==> config.mk <==
export PLATFORM = sky130hd
export DESIGN_NAME = tbim_sqrt_pipe
export DESIGN_NICKNAME = d
export VERILOG_FILES = /design/src/rtl/tbim_pkg.sv /design/src/rtl/tbim_sqrt_pipe.sv
export SDC_FILE = /design/constraint.sdc
export NUM_CORES = 2
export LEC_CHECK = 0
export BUFFER_PORTS_ARGS = -buffer_cell sky130_fd_sc_hd__buf_2
export CORE_AREA = 2 2 249 496
export CTS_BUF_LIST = sky130_fd_sc_hd__clkbuf_2
export CTS_CLUSTER_DIAMETER = 80
export DETAILED_ROUTE_END_ITERATION = 7
export DIE_AREA = 0 0 251 498
export GPL_ROUTABILITY_DRIVEN = 0
export GPL_TIMING_DRIVEN = 1
export PLACE_DENSITY = 0.75
export SYNTH_ARGS = -nofsm -noshare
export SYNTH_HDL_FRONTEND = slang
export SYNTH_SLANG_ARGS = --single-unit
==> constraint.sdc <==
create_clock -name clk -period 4.49 [get_ports clk]
set_clock_uncertainty 0.05 [all_clocks]
set_input_delay 0.6735 -clock clk [delete_from_list [all_inputs] [get_ports clk]]
set_output_delay 0.6735 -clock clk [all_outputs]
set_load 0.01 [all_outputs]
==> src/rtl/tbim_pkg.sv <==
`default_nettype none

package tbim_pkg;

	localparam int MOMENTUM_BITS_DEF = 24;

endpackage

`default_nettype wire

==> src/rtl/tbim_sqrt_pipe.sv <==
`default_nettype none

module tbim_sqrt_pipe
	import tbim_pkg::*;
#(
	parameter int W      = MOMENTUM_BITS_DEF,
	parameter int LANES  = 1,
	parameter int SIDE_W = 1
) (
	input  wire logic                          clk,
	input  wire logic                          arst_n,
	input  wire logic                          en,
	input  wire logic                          in_valid,
	input  wire logic [LANES-1:0][2*W-1:0]     rad,
	input  wire logic [SIDE_W-1:0]             side,
	output logic                               out_valid,
	output logic      [LANES-1:0][W-1:0]       root,
	output logic      [SIDE_W-1:0]             side_out
);
	localparam int RW = 2 * W;

	// One result bit per stage, most significant first; x holds n - root^2.
	logic              v_s    [W];
	logic [SIDE_W-1:0] side_s [W];
	logic [RW-1:0]     x_s    [W][LANES];
	logic [W-1:0]      r_s    [W][LANES];

	for (genvar k = 0; k < W; k++) begin : g_stage
		localparam int B = W - 1 - k;
		logic              v_in;
		logic [SIDE_W-1:0] side_in;
		logic [RW-1:0]     x_in [LANES];
		logic [W-1:0]      r_in [LANES];

		if (k == 0) begin : g_first
			assign v_in    = in_valid;
			assign side_in = side;
			for (genvar l = 0; l < LANES; l++) begin : g_l
				assign x_in[l] = rad[l];
				assign r_in[l] = '0;
			end
		end else begin : g_next
			assign v_in    = v_s[k-1];
			assign side_in = side_s[k-1];
			for (genvar l = 0; l < LANES; l++) begin : g_l
				assign x_in[l] = x_s[k-1][l];
				assign r_in[l] = r_s[k-1][l];
			end
		end

		always_ff @(posedge clk or negedge arst_n) begin
			if (!arst_n) begin
				v_s[k] <= 1'b0;
			end else if (en) begin
				v_s[k] <= v_in;
			end
		end

		always_ff @(posedge clk) begin
			if (en) begin
				side_s[k] <= side_in;
			end
		end

		for (genvar l = 0; l < LANES; l++) begin : g_lane
			logic [RW:0] t;
			logic        fit;

			assign t   = ({{(RW + 1 - W){1'b0}}, r_in[l]} << (B + 1))
			           + ((RW + 1)'(1) << (2 * B));
			assign fit = t <= {1'b0, x_in[l]};

			always_ff @(posedge clk) begin
				if (en) begin
					x_s[k][l] <= fit ? x_in[l] - t[RW-1:0] : x_in[l];
					r_s[k][l] <= fit ? (r_in[l] | (W'(1) << B)) : r_in[l];
				end
			end
		end
	end

	assign out_valid = v_s[W-1];
	assign side_out  = side_s[W-1];
	for (genvar l = 0; l < LANES; l++) begin : g_out
		assign root[l] = r_s[W-1][l];
	end

endmodule

`default_nettype wire

# ---- Yosys cells after proc, flatten, opt, wreduce, memory -nomap -nowiden
# Memory sizes are Yosys's and may differ from the RTL's.
# Cells that the tools add are included.
dict set report totals {
  input_bits 53
  word_cells 148
  out_inout_bits 26
  ramBits 1752
  regBits 24
  memories 3
}
# memory depth width rd rd_clocked_by_memory_dff wr line_no
set memory_table {}
lappend memory_table {x_s 24 48 23 0 24 tbim_sqrt_pipe.sv:25} ;# logic [RW-1:0] x_s [W][LANES];
lappend memory_table {r_s 24 24 24 0 24 tbim_sqrt_pipe.sv:26} ;# logic [W-1:0] r_s [W][LANES];
lappend memory_table {side_s 24 1 24 0 24 tbim_sqrt_pipe.sv:24} ;# logic [SIDE_W-1:0] side_s [W];
dict set report op_classes {
  addsub 47
  order_cmp 24
  muxes 50
}
# cell count
set op_table {}
lappend op_table {{$mux 48} 24}
lappend op_table {{$add 47x45->48 const B} 1}
lappend op_table {{$le 26x48->1} 1}
lappend op_table {{$le 27x48->1} 1}
lappend op_table {{$le 28x48->1} 1}
lappend op_table {{$le 29x48->1} 1}
lappend op_table {{$le 30x48->1} 1}
lappend op_table {{$le 31x48->1} 1}
lappend op_table {{$le 32x48->1} 1}
lappend op_table {{$le 33x48->1} 1}
lappend op_table {{$le 34x48->1} 1}
lappend op_table {{$le 35x48->1} 1}
lappend op_table {{$le 36x48->1} 1}
lappend op_table {{$le 37x48->1} 1}
lappend op_table {{$le 38x48->1} 1}
lappend op_table {{$le 39x48->1} 1}
lappend op_table {{$le 40x48->1} 1}
lappend op_table {{$le 41x48->1} 1}
lappend op_table {{$le 42x48->1} 1}
lappend op_table {{$le 43x48->1} 1}
lappend op_table {{$le 44x48->1} 1}
lappend op_table {{$le 45x48->1} 1}
lappend op_table {{$le 46x48->1} 1}
lappend op_table {{$le 47x48->1} 1}
lappend op_table {{other kinds (72)} 74}

# ---- Logic depth before layout (Yosys ltp)
# An unclocked memory read counts as a cell.
dict set report depth {
  depth_word 4
  ltp_mapped 13
  ltp_nobuf 11
}

# ---- Worst setup path before layout
# Ideal clock, no wire load.
dict set report synth_path {
  path_kind {reg-to-reg}
  startpoint {memory x_s[2][107] (netlist bit)}
  endpoint {memory x_s[2][186] (netlist bit), data pin}
  setup_ps 258
  path_buffers 0
  arrival_ps 2969
  synth_period_minus_slack_ps 3278
  t_required_ps 4182
  setup_slack_ps 1212
  path_stages_with_launch 10
  cell_sequence {edfxtp_1 -> ha_1 -> or4b_2 -> or4_1 -> o211a_1 -> nand4_2 -> nand2_1 -> a211oi_1 -> nand3_1 -> xnor2_1}
}
# item line_no
set synth_lines {}
lappend synth_lines {{from (decl)} tbim_sqrt_pipe.sv:25}

==> results.toml <==
[worst_setup_path]
critPathRequiredTime_ns = 5.74
cp.arrival_ns = 5.45
crit_slowest_cell = "and3_1"
end_kind = "flip-flop"
slowest_delay_ns = 0.76
path_class = "flip-flop to flip-flop"
crit_chain = "ha_1, nor2b_1, o21a_1, o21ai_0, a21boi_0, o21ai_0, and3_1, clkinv_1, buf_4, mux2_2"
worst-path-max-fanout = 18
cp-start-kind = "flip-flop"
path_common_cell = "o21ai_0"

[synthesis]
synth-seq-area-share = 0.634
syn-instance-count = 5345
synth_ff_type = "edfxtp_1"
synth_edf_count = 1428
synthesis.nets = 5720
async_reset_ff_frac = 0.0165
postSynthAreaPerCell_um2 = 12.8
yosysWarnings = 0
synth.distinct_cells = 94
synth-seq-cells = 1452
synth.cell_area_mm2 = 0.0686

[pwr]
leakagePower_nw = 29.1
vdd_drop_max_uv = 343
powerDensity_mw_per_mm2 = 445
total_power_mw = 33.6

[route]
drtIter0Drc = 2378
top_layer = "met4"
dr.pass1.iters = 6
drt-met1-wl_um = 41000
vias_per_cell = 5.94
wirelength_um = 168000
ant_nets = 0
wl_per_cell_um = 21.9
wl_met3_um = 5990
vias = 45481
routed-wl-met2_um = 101000
drc = 0

[floorplan]
die_area_mm2 = 0.125
ios = 79
num_rows = 181
start_util = 0.565
core-area_mm2 = 0.121
die_h_um = 498
die_w_um = 251

[final_layout]
fin_cells = 7660
layout.nets = 6260
area_delta_synth_final_pct = 10.0
postLayoutCellArea_mm2 = 0.0755
drive_gt1_frac = 0.130

[run_status]
outcome = "completed"

[sta]
tns_ns = 0
maxSlewHeadroom = 0.0288
period_minus_slack_ns = 4.20
rsz0062_at_grt = "false"
hold_viol = 0
setup_viol = 0
final_max_slew_viol_count = 0
period_share = 0.936
tightest_slew_ns = 1.44
max_freq_mhz = 238

[cts]
htree_num_levels = 5
cts_buffers = 324
clock_path_buffers = 4
clockRootBuffer = "clkbuf_2"
post-cts-setup-buffer-count = 0
postCtsHoldBufs = 121
cts.sink_count = 1452
clkLatencyLatePin_ns = 1.73
cts.clk_slew.worst_paths_ns = 0.13
cts_tree = "yes"
cts_resized = 0

[placement]
place.port_buffers = 78
placed_cell_area_mm2 = 0.0716
dp_cells = 6993
dp_hpwl_um = 124000

[global_route]
grt_pass1_wl_um = 253000
grt-ovfl-total = 0
antenna_found_initial = 4
grt_pass1_vias = 49793
grt_max_degree = 116
grt_use_total = 0.269

[job]
max_cap_viol_count = 0

[min_path]
min_path_type = "input pin to flip-flop"
[critical path: cells and delay by family (launching register included)]
family	cells	cell delay, ns
AOI/OAI and AO/OA	4	1.41
muxes	1	0.29
buffers and inverters	2	0.39
and+or+nand+nor	2	0.92
adders and majority gates	1	0.36
DFF	1	0.41
[layout make-up]
| cell class | count | area (µm²) |
|---|---|---|
| Inverter | 398 | 1490 |
| Sequential cell | 1452 | 43500 |
| Fill cell | 9346 | 45900 |
| Clock inverter | 104 | 474 |
| Clock buffer | 437 | 2190 |
| Multi-Input combinational cell | 3397 | 23300 |
| Timing Repair Buffer | 312 | 2630 |
| Antenna cell | 5 | 12.5 |
| Tap cell | 1555 | 1950 |
[registers in the layout, summed over array words and instances, names as in the netlist]
signal        flops
side_s           24
g_stage.v_in     23
x_s            1104
out_valid         1
r_s             300
[cell usage after synthesis (30+ instances only)]
library cell / number / area, µm²
a31oi_1: 30 / 188
nor3_1: 133 / 666
or4_1: 32 / 240
o21a_1: 66 / 495
clkbuf_1: 70 / 263
mux2_2: 62 / 698
xnor2_1: 259 / 2270
o31ai_1: 30 / 225
xor2_1: 224 / 1960
nand4_1: 89 / 557
ha_1: 322 / 4030
nor2b_1: 43 / 269
nand3_1: 85 / 425
o21ai_0: 225 / 1130
nor2_1: 374 / 1400
a21o_1: 102 / 766
inv_1: 394 / 1480
or3_1: 65 / 407
a21oi_1: 295 / 1480
nor4_1: 204 / 1280
nand2b_1: 59 / 369
nand2_1: 311 / 1170
edfxtp_1: 1428 / 42900
[cell usage in the layout, fill, tap and decap left out, drive strengths merged, types with 19 or more instances in the layout]
master | netlist | routed
a211oi | 28 | 28
a21o | 103 | 103
a21oi | 295 | 295
a31oi | 31 | 31
buf | 27 | 191
clkbuf | 71 | 437
clkinv | 2 | 97
dfrtp | 24 | 24
dlygate4sd3 | 0 | 121
edfxtp | 1428 | 1428
ha | 322 | 322
inv | 396 | 401
mux2 | 64 | 64
nand2 | 311 | 311
nand2b | 59 | 59
nand3 | 85 | 85
nand3b | 19 | 19
nand4 | 91 | 91
nor2 | 375 | 375
nor2b | 43 | 43
nor3 | 134 | 134
nor4 | 205 | 205
nor4b | 25 | 25
o211ai | 25 | 25
o21a | 66 | 66
o21ai | 230 | 230
o31ai | 30 | 30
or2 | 25 | 25
or3 | 68 | 68
or4 | 36 | 36
xnor2 | 259 | 259
xor2 | 224 | 224
[where the power goes]
group	leakage (nW)	switching, mW	internal [mW]
combinational	13.0	4.34	3.08
clock	2.06	5.08	2.75
sequential	14.0	1.27	17.1
[cell families after synthesis]
family | after synthesis | share of synthesized area
AO/OA/AOI/OAI | 958 | 0.0886
XOR/XNOR | 483 | 0.0616
adder cells (fa/ha/maj) | 322 | 0.0587
buffers and inverters | 496 | 0.0276
flip-flops | 1452 | 0.634
multiplexers | 70 | 0.0114
AND/OR/NAND/NOR | 1564 | 0.119
[metrics by stage]
step	hold WS (ns)	utilization	worst slack, ns
after floorplan	0.328	-	1.21
after global placement	0.353	0.590	0.539
after detailed placement	0.355	0.590	0.455
after CTS	0.000744	0.622	0.311
after global routing	0.0226	0.622	0.156
final	0.206	0.622	0.285
[path summary, 6_finish.rpt]
kind                         startpoint              end  slack (ns)  depth (start not counted)
max                          x_s[1][76]      x_s[1][126]        0.29                         10
max in group asynchronous        arst_n  g_stage[9].v_in        3.54                          3
min in group asynchronous        arst_n  g_stage[7].v_in        0.24                          3
min                              rad[5]        x_s[0][5]        0.21                          3
max reg2reg                  x_s[1][76]      x_s[1][126]        0.29                         10
min reg2reg                side_s[2][4]     side_s[2][5]        0.26                          0
[metal layers]
| layer | track usage | vias to the layer above |
|---|---|---|
| met5 | 0 | - |
| met4 | 0.287 | 0 |
| met3 | 0.0511 | 744 |
| met2 | 0.566 | 1400 |
| met1 | 0.162 | 22033 |
| li1 | - | 21304 |
(Power assumes the default switching activity.)
